`src/hdrf_pkg.sv`:
```
// Shared types, codes and defaults for the half-duplex reply framer.
package hdrf_pkg;

    localparam int BUFFER_DEPTH = 64;
    localparam int BYTE_W = 8;

    localparam logic [2:0] CMD_CLEAR  = 3'd0;
    localparam logic [2:0] CMD_APPEND = 3'd1;
    localparam logic [2:0] CMD_START  = 3'd2;
    localparam logic [2:0] CMD_RX     = 3'd3;
    localparam logic [2:0] CMD_TICK   = 3'd4;

    localparam logic [1:0] KIND_TX     = 2'd0;
    localparam logic [1:0] KIND_REPLY  = 2'd1;
    localparam logic [1:0] KIND_STATUS = 2'd2;

    localparam logic [1:0] STAT_SUCCESS  = 2'd0;
    localparam logic [1:0] STAT_TIMEOUT  = 2'd1;
    localparam logic [1:0] STAT_TOO_LONG = 2'd2;
    localparam logic [1:0] STAT_NAK      = 2'd3;

    localparam logic [2:0] CFG_TERMINATOR    = 3'd0;
    localparam logic [2:0] CFG_START_MARKER  = 3'd1;
    localparam logic [2:0] CFG_ACK_CHAR      = 3'd2;
    localparam logic [2:0] CFG_MAX_ANSWER    = 3'd3;
    localparam logic [2:0] CFG_TRAILER_COUNT = 3'd4;
    localparam logic [2:0] CFG_REPLY_TIMEOUT = 3'd5;

    localparam logic [7:0] RST_TERMINATOR    = 8'd3;
    localparam logic [7:0] RST_START_MARKER  = 8'd2;
    localparam logic [7:0] RST_ACK_CHAR      = 8'd65;
    localparam logic [5:0] RST_MAX_ANSWER    = 6'd50;
    localparam logic [3:0] RST_TRAILER_COUNT = 4'd3;
    localparam logic [7:0] RST_REPLY_TIMEOUT = 8'd20;

    typedef struct packed {
        logic [2:0] command;
        logic [7:0] data;
    } item_t;

    typedef struct packed {
        logic [1:0] kind;
        logic [7:0] byte_out;
        logic [1:0] status;
        logic       drive_enable;
        logic       last;
    } result_t;

    typedef enum logic [2:0] {
        ST_IDLE,
        ST_TX,
        ST_RX_EVAL,
        ST_SCAN,
        ST_CHECK,
        ST_EMIT,
        ST_STATUS
    } state_t;

endpackage

```
`src/half_duplex_reply_framer.sv`:
```
// Top level of the half-duplex request/reply framer with its sequencer.
// Clear, append, ignored commands and a tick that does not time out leave busy low. Start
// sends one transmitted byte per cycle and keeps the block busy until the last one is out.
// A received byte is evaluated in ST_RX_EVAL, followed by a status result when it ends the
// session as too long. When it completes the reply, the sequencer walks the reply store
// through its single read port: it scans up to and including the first start marker, or to
// the end when there is none, checks the ack character two bytes after the marker, delivers
// the reply bytes from the marker on and then the status. A tick that times out ends with a
// status result. Results come out on result_strobe, at most one per cycle, and cannot be
// held off by the receiver.
module half_duplex_reply_framer #(
    parameter int BUFFER_DEPTH = hdrf_pkg::BUFFER_DEPTH
) (
    input  logic              clk,
    input  logic              rst_n,
    input  logic              start,
    output logic              busy,
    input  hdrf_pkg::item_t   item,
    input  logic              cfg_valid,
    output logic              cfg_ready,
    input  logic [2:0]        cfg_index,
    input  logic [7:0]        cfg_data,
    output logic              result_strobe,
    output hdrf_pkg::result_t result
);

    localparam int AW = $clog2(BUFFER_DEPTH);
    localparam int LW = $clog2(BUFFER_DEPTH + 1);

    hdrf_pkg::state_t state_reg, state_next;

    logic [7:0]    terminator_reg, start_marker_reg, ack_char_reg, reply_timeout_reg;
    logic [5:0]    max_answer_reg;
    logic [3:0]    trailer_count_reg;

    logic [LW-1:0] req_len_reg, req_len_next;
    logic [LW-1:0] rep_len_reg, rep_len_next;
    logic [LW-1:0] idx_reg, idx_next;
    logic [LW-1:0] p_reg, p_next;
    logic          receiving_reg, receiving_next;
    logic          in_trailer_reg, in_trailer_next;
    logic [3:0]    seen_reg, seen_next;
    logic [7:0]    ticks_reg, ticks_next;
    logic [1:0]    status_reg, status_next;
    logic [7:0]    rx_data_reg, rx_data_next;

    logic          accept;
    logic          req_we, rep_we;
    logic [7:0]    req_rdata, rep_rdata;
    logic [7:0]    cmp_ref;
    logic          cmp_hit;
    logic [LW-1:0] idx_inc;
    logic [3:0]    seen_inc;
    logic [7:0]    ticks_inc;

    assign busy      = (state_reg != hdrf_pkg::ST_IDLE);
    assign accept    = start && !busy;
    assign cfg_ready = 1'b1;

    assign req_we = accept && (item.command == hdrf_pkg::CMD_APPEND)
                    && (req_len_reg < LW'(BUFFER_DEPTH));
    assign rep_we = accept && (item.command == hdrf_pkg::CMD_RX) && receiving_reg
                    && (rep_len_reg < LW'(BUFFER_DEPTH));

    hdrf_store #(.DEPTH(BUFFER_DEPTH)) u_req_store (
        .clk   (clk),
        .we    (req_we),
        .waddr (req_len_reg[AW-1:0]),
        .wdata (item.data),
        .raddr (idx_next[AW-1:0]),
        .rdata (req_rdata)
    );

    hdrf_store #(.DEPTH(BUFFER_DEPTH)) u_rep_store (
        .clk   (clk),
        .we    (rep_we),
        .waddr (rep_len_reg[AW-1:0]),
        .wdata (item.data),
        .raddr (idx_next[AW-1:0]),
        .rdata (rep_rdata)
    );

    // One comparator serves both the marker search and the ack check.
    assign cmp_ref   = (state_reg == hdrf_pkg::ST_CHECK) ? ack_char_reg : start_marker_reg;
    assign cmp_hit   = (rep_rdata == cmp_ref);
    assign idx_inc   = idx_reg + LW'(1);
    assign seen_inc  = (seen_reg == 4'd15) ? seen_reg : seen_reg + 4'd1;
    assign ticks_inc = (ticks_reg == 8'd255) ? ticks_reg : ticks_reg + 8'd1;

    always_ff @(posedge clk or negedge rst_n)
    begin
        if (!rst_n)
        begin
            terminator_reg    <= hdrf_pkg::RST_TERMINATOR;
            start_marker_reg  <= hdrf_pkg::RST_START_MARKER;
            ack_char_reg      <= hdrf_pkg::RST_ACK_CHAR;
            max_answer_reg    <= hdrf_pkg::RST_MAX_ANSWER;
            trailer_count_reg <= hdrf_pkg::RST_TRAILER_COUNT;
            reply_timeout_reg <= hdrf_pkg::RST_REPLY_TIMEOUT;
        end
        else if (cfg_valid && cfg_ready)
        begin
            case (cfg_index)
                hdrf_pkg::CFG_TERMINATOR:    terminator_reg    <= cfg_data;
                hdrf_pkg::CFG_START_MARKER:  start_marker_reg  <= cfg_data;
                hdrf_pkg::CFG_ACK_CHAR:      ack_char_reg      <= cfg_data;
                hdrf_pkg::CFG_MAX_ANSWER:    max_answer_reg    <= cfg_data[5:0];
                hdrf_pkg::CFG_TRAILER_COUNT: trailer_count_reg <= cfg_data[3:0];
                hdrf_pkg::CFG_REPLY_TIMEOUT: reply_timeout_reg <= cfg_data;
                default: ;
            endcase
        end
    end

    always_ff @(posedge clk or negedge rst_n)
    begin
        if (!rst_n)
        begin
            state_reg      <= hdrf_pkg::ST_IDLE;
            req_len_reg    <= '0;
            rep_len_reg    <= '0;
            idx_reg        <= '0;
            receiving_reg  <= 1'b0;
            in_trailer_reg <= 1'b0;
            seen_reg       <= '0;
            ticks_reg      <= '0;
        end
        else
        begin
            state_reg      <= state_next;
            req_len_reg    <= req_len_next;
            rep_len_reg    <= rep_len_next;
            idx_reg        <= idx_next;
            receiving_reg  <= receiving_next;
            in_trailer_reg <= in_trailer_next;
            seen_reg       <= seen_next;
            ticks_reg      <= ticks_next;
        end
    end

    always_ff @(posedge clk)
    begin
        p_reg       <= p_next;
        status_reg  <= status_next;
        rx_data_reg <= rx_data_next;
    end

    always_comb
    begin
        state_next      = state_reg;
        req_len_next    = req_len_reg;
        rep_len_next    = rep_len_reg;
        idx_next        = idx_reg;
        p_next          = p_reg;
        receiving_next  = receiving_reg;
        in_trailer_next = in_trailer_reg;
        seen_next       = seen_reg;
        ticks_next      = ticks_reg;
        status_next     = status_reg;
        rx_data_next    = rx_data_reg;
        result_strobe   = 1'b0;
        result          = '0;

        case (state_reg)
            hdrf_pkg::ST_IDLE:
            begin
                if (accept)
                begin
                    case (item.command)
                        hdrf_pkg::CMD_CLEAR:
                        begin
                            req_len_next = '0;
                        end
                        hdrf_pkg::CMD_APPEND:
                        begin
                            if (req_we)
                            begin
                                req_len_next = req_len_reg + LW'(1);
                            end
                        end
                        hdrf_pkg::CMD_START:
                        begin
                            if (req_len_reg != '0)
                            begin
                                state_next      = hdrf_pkg::ST_TX;
                                idx_next        = '0;
                                receiving_next  = 1'b1;
                                in_trailer_next = 1'b0;
                                seen_next       = '0;
                                ticks_next      = '0;
                                rep_len_next    = '0;
                            end
                        end
                        hdrf_pkg::CMD_RX:
                        begin
                            if (receiving_reg)
                            begin
                                if (rep_we)
                                begin
                                    rep_len_next = rep_len_reg + LW'(1);
                                end
                                rx_data_next = item.data;
                                state_next   = hdrf_pkg::ST_RX_EVAL;
                            end
                        end
                        hdrf_pkg::CMD_TICK:
                        begin
                            if (receiving_reg)
                            begin
                                ticks_next = ticks_inc;
                                if (ticks_inc >= reply_timeout_reg)
                                begin
                                    receiving_next  = 1'b0;
                                    in_trailer_next = 1'b0;
                                    seen_next       = '0;
                                    ticks_next      = '0;
                                    status_next     = hdrf_pkg::STAT_TIMEOUT;
                                    state_next      = hdrf_pkg::ST_STATUS;
                                end
                            end
                        end
                        default: ;
                    endcase
                end
            end
            hdrf_pkg::ST_TX:
            begin
                result_strobe       = 1'b1;
                result.kind         = hdrf_pkg::KIND_TX;
                result.byte_out     = req_rdata;
                result.drive_enable = 1'b1;
                idx_next            = idx_inc;
                if (idx_inc >= req_len_reg)
                begin
                    result.last = 1'b1;
                    state_next  = hdrf_pkg::ST_IDLE;
                end
            end
            hdrf_pkg::ST_RX_EVAL:
            begin
                state_next = hdrf_pkg::ST_IDLE;
                if ((rep_len_reg >= LW'(BUFFER_DEPTH))
                    || (8'(rep_len_reg) >= {2'b00, max_answer_reg}))
                begin
                    receiving_next  = 1'b0;
                    in_trailer_next = 1'b0;
                    seen_next       = '0;
                    ticks_next      = '0;
                    status_next     = hdrf_pkg::STAT_TOO_LONG;
                    state_next      = hdrf_pkg::ST_STATUS;
                end
                else if ((rx_data_reg == terminator_reg) || in_trailer_reg)
                begin
                    in_trailer_next = 1'b1;
                    seen_next       = seen_inc;
                    if (seen_inc >= trailer_count_reg)
                    begin
                        receiving_next  = 1'b0;
                        in_trailer_next = 1'b0;
                        seen_next       = '0;
                        ticks_next      = '0;
                        idx_next        = '0;
                        state_next      = hdrf_pkg::ST_SCAN;
                    end
                end
            end
            hdrf_pkg::ST_SCAN:
            begin
                if (idx_reg >= rep_len_reg)
                begin
                    status_next = hdrf_pkg::STAT_NAK;
                    state_next  = hdrf_pkg::ST_STATUS;
                end
                else if (cmp_hit)
                begin
                    if ((rep_len_reg - idx_reg) < LW'(3))
                    begin
                        status_next = hdrf_pkg::STAT_NAK;
                        state_next  = hdrf_pkg::ST_STATUS;
                    end
                    else
                    begin
                        p_next     = idx_reg;
                        idx_next   = idx_reg + LW'(2);
                        state_next = hdrf_pkg::ST_CHECK;
                    end
                end
                else
                begin
                    idx_next = idx_inc;
                end
            end
            hdrf_pkg::ST_CHECK:
            begin
                if (cmp_hit)
                begin
                    idx_next   = p_reg;
                    state_next = hdrf_pkg::ST_EMIT;
                end
                else
                begin
                    status_next = hdrf_pkg::STAT_NAK;
                    state_next  = hdrf_pkg::ST_STATUS;
                end
            end
            hdrf_pkg::ST_EMIT:
            begin
                result_strobe       = 1'b1;
                result.kind         = hdrf_pkg::KIND_REPLY;
                result.byte_out     = rep_rdata;
                result.drive_enable = 1'b1;
                idx_next            = idx_inc;
                if (idx_inc >= rep_len_reg)
                begin
                    status_next = hdrf_pkg::STAT_SUCCESS;
                    state_next  = hdrf_pkg::ST_STATUS;
                end
            end
            hdrf_pkg::ST_STATUS:
            begin
                result_strobe       = 1'b1;
                result.kind         = hdrf_pkg::KIND_STATUS;
                result.status       = status_reg;
                result.drive_enable = 1'b1;
                result.last         = 1'b1;
                state_next          = hdrf_pkg::ST_IDLE;
            end
            default:
            begin
                state_next = hdrf_pkg::ST_IDLE;
            end
        endcase
    end

endmodule

```
`src/hdrf_store.sv`:
```
// Byte store with one write port and one registered read port.
module hdrf_store #(
    parameter int DEPTH = hdrf_pkg::BUFFER_DEPTH
) (
    input  logic                        clk,
    input  logic                        we,
    input  logic [$clog2(DEPTH)-1:0]    waddr,
    input  logic [hdrf_pkg::BYTE_W-1:0] wdata,
    input  logic [$clog2(DEPTH)-1:0]    raddr,
    output logic [hdrf_pkg::BYTE_W-1:0] rdata
);

    logic [hdrf_pkg::BYTE_W-1:0] mem [DEPTH];
    logic [hdrf_pkg::BYTE_W-1:0] rdata_reg;

    always_ff @(posedge clk)
    begin
        if (we)
        begin
            mem[waddr] <= wdata;
        end
        rdata_reg <= mem[raddr];
    end

    assign rdata = rdata_reg;

endmodule

```
`config.mk`:
```
export PLATFORM = sky130hd
export DESIGN_NAME = half_duplex_reply_framer
export DESIGN_NICKNAME = d
export VERILOG_FILES = /design/src/hdrf_pkg.sv /design/src/half_duplex_reply_framer.sv /design/src/hdrf_store.sv
export SDC_FILE = /design/constraint.sdc
export NUM_CORES = 2
export LEC_CHECK = 0
export BUFFER_PORTS_ARGS = -buffer_cell sky130_fd_sc_hd__buf_2
export CAP_MARGIN = 20
export CORE_MARGIN = 5
export CORE_UTILIZATION = 61
export CTS_CLUSTER_SIZE = 16
export DETAILED_ROUTE_END_ITERATION = 10
export GPL_TIMING_DRIVEN = 0
export HOLD_SLACK_MARGIN = 0.1
export PLACE_DENSITY = 0.81
export REMOVE_ABC_BUFFERS = 1
export SYNTH_ARGS = -nofsm -noshare
export SYNTH_HDL_FRONTEND = slang
export SYNTH_HIERARCHICAL = 1
export SYNTH_SLANG_ARGS = --single-unit
```
`constraint.sdc`:
```
create_clock -name clk -period 5.6 [get_ports clk]
set_input_delay 1.12 -clock clk [delete_from_list [all_inputs] [get_ports clk]]
set_output_delay 1.12 -clock clk [all_outputs]
set_load 0.02 [all_outputs]
```
== Word-level counts from Yosys, hierarchy flattened ==
Memory sizes are Yosys's and may differ from the RTL's. A register that Yosys moved wholly into a read port is not among the register bits.
Index checks and enable logic that the tools add are counted.

* Register bits after elaboration: 97
* Output and inout bits: 17
* Memories: 2
* Bits in latches: 0
* Word-level logic and storage cells: 218
* Memory bits (read-only): 0
* RAM bits: 1,024

{| class="wikitable"
|+ Memories
! name !! words !! bits a word !! read ports !! clocked after Yosys merged registers in !! write ports !! line !! source
|-
| u_rep_store.mem || 64 || 8 || 1 || 1 || 1 || hdrf_store.sv:13 || <nowiki>logic [hdrf_pkg::BYTE_W-1:0] mem [DEPTH];</nowiki>
|-
| u_req_store.mem || 64 || 8 || 1 || 1 || 1 || hdrf_store.sv:13 ||
|}

* Mux-type cells: 93
* Shifts and indexed selects: 0
* Divide/modulo/power cells: 0
* Order comparisons: 10
* Multipliers: 0
* Reductions and logical operators: 37
* Add/subtract/negate cells: 7
* Bitwise logic cells: 2
* Equality and inequality tests: 49

{| class="wikitable"
|+ Operators with widths
! kind !! count
|-
| 2-to-1 mux 7 bit || 14
|-
| 2-to-1 mux 8 bit || 9
|-
| one-hot mux 8 bit (2 select lines) || 3
|-
| one-hot mux 7 bit (5 select lines) || 1
|-
| inequality test 2 bit, second input constant || 17
|-
| 2-to-1 mux 4 bit || 8
|-
| 2-to-1 mux 2 bit || 15
|-
| 2-to-1 mux 3 bit || 10
|-
| one-hot mux 7 bit (2 select lines) || 2
|-
| inequality test 3 bit, second input constant || 9
|-
| adder 7 x 1 -> 7 bit, second input constant || 3
|-
| >= comparator 7 bit || 3
|-
| 2-to-1 mux 1 bit || 20
|-
| AND reduction 10 bit || 2
|-
| == test 3 x 2 -> 1 bit, second input constant || 6
|-
| == test 3 bit, second input constant || 6
|-
| one-hot mux 3 bit (6 select lines) || 1
|-
| == test 8 bit || 2
|-
| one-hot mux 4 bit (2 select lines) || 2
|-
| < comparator 7 bit, second input constant || 2
|-
| AND reduction 7 bit || 2
|-
| AND reduction 2 bit || 6
|-
| AND reduction 4 bit || 3
|-
| AND reduction 6 bit || 2
|-
| 31 further kinds || 50
|}

== Longest topological paths before layout ==
* Depth in word-level cells: 9
* Depth in mapped cells: 21

== Modules after synthesis ==
The synthesis kept the hierarchy.

{| class="wikitable"
|+ Modules (own cells, without submodules)
! module !! instances !! area each (um^2) !! cells each
|-
| hdrf_store at u_rep_store || 1 || 20,190.6 || 972
|-
| hdrf_store at u_req_store || 1 || 20,166.8 || 940
|-
| half_duplex_reply_framer || 1 || 6,392.4 || 650
|}

== Worst setup path before layout ==
Ideal clock, no wire load.

* Path kind: register to register
* From: register idx_reg[3]
* To: register u_req_store.rdata_reg (netlist bit u_req_store/rdata[3]) (read register of u_req_store.mem)
* Clock period less this slack: 4.320 ns
* Setup slack: 1.280 ns
* Arrival time: 4.180 ns
* Stages on the path, launching flop included: 19
* Data required time: 5.460 ns
* Path buffers: 4
* Cells stage by stage: dfrtp_1 > clkbuf_1 > inv_1 > ha_1 > o21ai_0 > a21oi_1 > o31a_1 > o2111a_1 > a21oi_1 > and3_1 > a221oi_1 > o22ai_1 > buf_4 > buf_2 > buf_2 > mux4_2 > mux4_2 > o21ai_1 > o41ai_1

* Longest elaborated chain between the ends: 6
* Elaborated cells between the ends (all ways): 16
* Classes of those cells: add/sub: 3; order compare: 2; mux: 11

{| class="wikitable"
|+ RTL lines
! what !! line !! source
|-
| start, declared || half_duplex_reply_framer.sv:38 || <nowiki>logic [LW-1:0] idx_reg, idx_next;</nowiki>
|-
| start signal, assigned || half_duplex_reply_framer.sv:133 || <nowiki>idx_reg <= idx_next;</nowiki>
|-
| subtractor 7 bit || half_duplex_reply_framer.sv:276 || <nowiki>if ((rep_len_reg - idx_reg) < LW'(3))</nowiki>
|-
| < comparator 7 x 2 -> 1 bit || half_duplex_reply_framer.sv:276 ||
|-
| 2-to-1 mux 7 bit || half_duplex_reply_framer.sv:276 ||
|-
| 2-to-1 mux 7 bit || half_duplex_reply_framer.sv:274 || <nowiki>else if (cmp_hit)</nowiki>
|-
| 2-to-1 mux 7 bit * || half_duplex_reply_framer.sv:269 || <nowiki>if (idx_reg >= rep_len_reg)</nowiki>
|-
| one-hot mux 7 bit (5 select lines) * || half_duplex_reply_framer.sv:164 || <nowiki>case (state_reg)</nowiki>
|-
| named net idx_next[1] || half_duplex_reply_framer.sv:38 ||
|-
| end, declared || hdrf_store.sv:14 || <nowiki>logic [hdrf_pkg::BYTE_W-1:0] rdata_reg;</nowiki>
|}

The timed path passes the listed nets; every way through them passes the cells marked *. The select of a mux whose other input is x is not followed.
A chain may end at the register's enable or synchronous reset.

== Worst setup path after layout ==
* From: register req_len_reg[1]
* To: register u_rep_store.rdata_reg (netlist bit u_rep_store/rdata[2]) (read register of u_rep_store.mem)

* Longest elaborated chain between the ends: 5

{| class="wikitable"
|+ RTL lines
! what !! line !! source
|-
| start, declared || half_duplex_reply_framer.sv:36 || <nowiki>logic [LW-1:0] req_len_reg, req_len_next;</nowiki>
|-
| start signal, assigned || half_duplex_reply_framer.sv:131 || <nowiki>req_len_reg <= req_len_next;</nowiki>
|-
| nonzero test 7 bit || half_duplex_reply_framer.sv:183 || <nowiki>if (req_len_reg != '0)</nowiki>
|-
| 2-to-1 mux 7 bit || half_duplex_reply_framer.sv:183 ||
|-
| 2-to-1 mux 7 bit || half_duplex_reply_framer.sv:169 || <nowiki>case (item.command)</nowiki>
|-
| 2-to-1 mux 7 bit || half_duplex_reply_framer.sv:167 || <nowiki>if (accept)</nowiki>
|-
| one-hot mux 7 bit (5 select lines) || half_duplex_reply_framer.sv:164 ||
|-
| named net idx_next[3] || half_duplex_reply_framer.sv:38 ||
|-
| end, declared || hdrf_store.sv:14 ||
|}

The timed path passes the listed nets, and every way through them passes these cells. The select of a mux whose other input is x is not followed.

==> key figures <==
Timing
  • Summed negative setup slack over all endpoints: 0 ns
  • Hold violation count in the final report: 0
  • Worst slew slack as a fraction of its limit: 0.298
  • Final period util: 0.985
  • Number of slew-limit violations in the final report: 0
  • Worst clock skew: approximately 0.026 ns
  • Unrepaired setup endpoints after global routing: no
  • Setup-failing EPs final: 0
  • Worst Hold Slack: ~0.38 ns
  • Final critical-path required period: 5.52 ns
  • Actual transition at the worst max-transition pin: 1.05 ns
  • Max Fclk: between 0.15 and 0.2 GHz

Setup path
  • Setup crit start kind: flip-flop
  • Capturing point of the worst reg2reg path: u_rep_store/rdata[2]
  • Required time worst endpoint: 6.17 ns
  • Critical path start-end classification: flip-flop to flip-flop
  • Reg-to-reg setup timing slack: 0.08 ns
  • Critical-path maximum fanout: 14
  • Endpoint type of the worst setup path: flip-flop
  • Worst Reg2Reg Path Length in Cells: 16
  • Crit path arrival time: around 6.1 ns
  • RR Startpoint: req_len_reg[1]

Clocking
  • Number of buffers inserted during clock tree synthesis: about 110
  • CTS tree: done
  • Number of buffers on the longest clock path: 3
  • Number of H-tree branching levels: 3
  • Quantity of hold-fixing buffers added after cts: 0
  • Clock latency at the later pin of the worst-skew pair: 0.68 ns
  • Clk slew on worst S/H paths: 0.07 ns
  • Root Buffer: clkbuf_16
  • CTS Sinks: roughly 1100

Global route
  • Number of global-route vias before repair: 26300
  • GRT Residual Overflow: 0
  • Gr busiest metal: met2
  • Global Route Usage Sum: 0.272
  • Largest net degree at the start of global routing: 97
  • Met2 track demand over resource in global routing: 0.435
  • Initial antenna violation count: 2
  • Wire length of the first global-routing pass: between 150000 and 200000 µm
  • Met1 capacity usage during global routing: 0.384
  • Met3 track demand over resource: 0.0594

Yosys
  • Part of the Yosys area used for sequential elements: 0.719
  • Flip-flop cell with the highest count after synthesis: edfxtp_1
  • Instance count of the mapped netlist: 2562
  • Average size of a mapped cell: 18.2 µm²
  • Synth cell types: 86
  • Yosys warning count: 6
  • Number of enable flip-flop cells after synthesis: between 1000 and 1500
  • Share of synthesized registers carrying an async set or reset: 0.0704
  • Cell area after synthesis: 46700 µm²
  • Seq cells post-synth: 1137

Floorplanning
  • Area of the core: between 70000 and 80000 µm²
  • Die area: 82300 µm²
  • Die outline height: roughly 290 µm
  • Initial Util: 0.616
  • DIE WIDTH: between 200 and 300 µm
  • FP Rows: 101
  • I/O pin total: 43

Finish
  • Number of inserted filler cells in the final layout: approximately 4400
  • Storage element area: 33600 µm²
  • Area delta synth->final: 12.3%
  • Area occupied by multi-input gates: 12400 µm²
  • Top Registers: u_rep_store/mem (512), u_req_store/mem (512)
  • Post-route core utilization: 0.691
  • Net count of the finished layout: 2740
  • Layout cells sized above 1: 0.241
  • Final cell area excluding filler cells: 52500 µm²

Drt
  • Via count: 26000
  • Drt wl/cell: 29.4 µm
  • Post-detailed-route via-to-cell ratio: 6.86
  • Number of nets still failing antenna checks after routing: 0
  • Number of search-and-repair iterations in the first detailed-routing pass: 6
  • Detailed-route wire length: 111000 µm
  • Initial detailed-routing violation count: 3546
  • Detailed-route DRC error count: 0

Place
  • Detail Placement HPWL: between 60000 and 70000 µm
  • Placer's final routability congestion estimate: 0.881
  • Area post-placement: 48700 µm²
  • Input/output buffers: 41

Pwr
  • Pwr dens: 475 nW/µm²
  • Max rail drop VDD: 0.307 mV
  • Leakage: 16.9 nW

Hold path
  • HP Class: primary input to asynchronous set/reset pin

Run status
  • Result of the run: complete, no violations

Flow run
  • Max_cap viols: 0
## final cells by class
cell class,instances,area share
Inverter,50,0.00365
Multi-Input combinational cell,1257,0.237
Clock buffer,123,0.0535
Timing Repair Buffer,112,0.0264
Clock inverter,75,0.0151
Sequential cell,1137,0.640
Antenna cell,1,0.0000477
Tap cell,1030,0.0245
## cells in the mapped netlist, types with 16 or more instances
cell	instances	area [µm²]
buf_2	26	130
a21oi_1	34	170
mux2_2	56	631
nand2_1	70	263
buf_4	24	180
dfrtp_1	68	1700
o221ai_1	17	149
edfxtp_1	1041	31300
nor2_1	236	886
xnor2_1	19	166
o21ai_0	36	180
dfxtp_1	16	320
nand3_1	57	285
nand2b_1	28	175
ha_1	49	613
nor3_1	23	115
o22ai_1	34	213
mux4_2	250	5630
nor2b_1	41	257
clkbuf_1	50	188
mux2i_1	54	541
inv_1	48	180
## critical path, cell delays in order (launching register included)
cell	delay, ns
dfrtp_1	0.54
inv_1	0.15
ha_1	0.16
or4b_2	0.62
o31ai_1	0.22
nor3_1	0.13
buf_2	0.21
nand2b_1	0.21
a21oi_1	0.18
a211oi_1	0.08
o211ai_1	0.59
buf_4	0.29
buf_4	0.25
clkinvlp_4	0.33
mux4_2	0.54
o211ai_1	0.54
a32o_1	0.38
## stage by stage
step / worst slack (ns) / total power (W) / cells
after floorplan: -19.62 / 0.0139 / 2442
after global placement: -29.14 / 0.0147 / 3513
after detailed placement: -0.824 / 0.0174 / 3575
after CTS: 0.0114 / 0.0249 / 3782
after global routing: 0.00516 / 0.0258 / 3784
final: 0.0841 / 0.0249 / 3785
## routing by layer
metal | up-vias | part of all wire
met2 | 1773 | 0.48
met1 | 13400 | 0.37
met4 | 2 | 0.034
met3 | 279 | 0.11
met5 | - | 0.00012
li1 | 10500 | -
## report_power, final
part / total (W) / leakage [nW] / switching [W] / internal, W
clock network: 0.00735 / 1.75 / 0.00317 / 0.00419
registers: 0.00981 / 10.5 / 0.000322 / 0.00949
logic: 0.00774 / 4.67 / 0.00417 / 0.00357
total: 0.0249 / 16.9 / 0.00766 / 0.0172
## layout by cell type (no fill, tap or decap), types with 13 or more instances in the layout
cell | netlist | routed
a21oi_1 | 34 | 32
a22oi_1 | 14 | 14
buf_12 | 3 | 16
buf_16 | 0 | 21
buf_2 | 26 | 36
buf_4 | 24 | 36
clkbuf_16 | 0 | 109
clkinv_1 | 2 | 14
clkinv_2 | 0 | 25
dfrtp_1 | 68 | 61
dfxtp_1 | 16 | 16
edfxtp_1 | 1041 | 1041
ha_1 | 49 | 49
inv_1 | 48 | 48
mux2_2 | 56 | 56
mux2i_1 | 54 | 54
mux4_2 | 250 | 250
nand2_1 | 70 | 70
nand2b_1 | 28 | 28
nand3_1 | 57 | 57
nor2_1 | 236 | 235
nor2b_1 | 41 | 41
nor3_1 | 23 | 19
o21ai_0 | 36 | 32
o221ai_1 | 17 | 17
o22ai_1 | 34 | 33
or2_2 | 13 | 13
xnor2_1 | 19 | 19
xor2_1 | 14 | 14
## worst max-delay path by stage
stage	start	slack (ns)	cells past startpoint	endpoint
finish	req_len_reg[1]	0.08	16	u_rep_store/rdata[2]
global route	req_len_reg[1]	0.005	16	u_rep_store/rdata[2]
CTS	rep_len_reg[0]	0.01	19	u_rep_store/rdata[0]
detailed placement	seen_reg[0]	-0.82	19	u_rep_store/rdata[7]
global placement	state_reg[2]	-29.14	11	u_rep_store/rdata[2]
floorplan	state_reg[2]	-19.62	11	u_rep_store/rdata[2]
## logic make-up after synthesis
family          synth area share
compound gates            0.0410
other cells            0.0000802
fa+ha+maj                 0.0135
mux                        0.145
buf+inv                   0.0189
simple gates              0.0561
xor+xnor                 0.00618
flops                      0.719
## repair_timing
| item | in CTS | in global routing |
|---|---|---|
| setup buffers | 7 | 1 |
| resized for setup | 17 | 13 |
| setup endpoints to repair | 16 | 15 |
| cloned | 2 | 0 |
| pin swaps | 3 | 1 |
(Power assumes the default switching activity.)
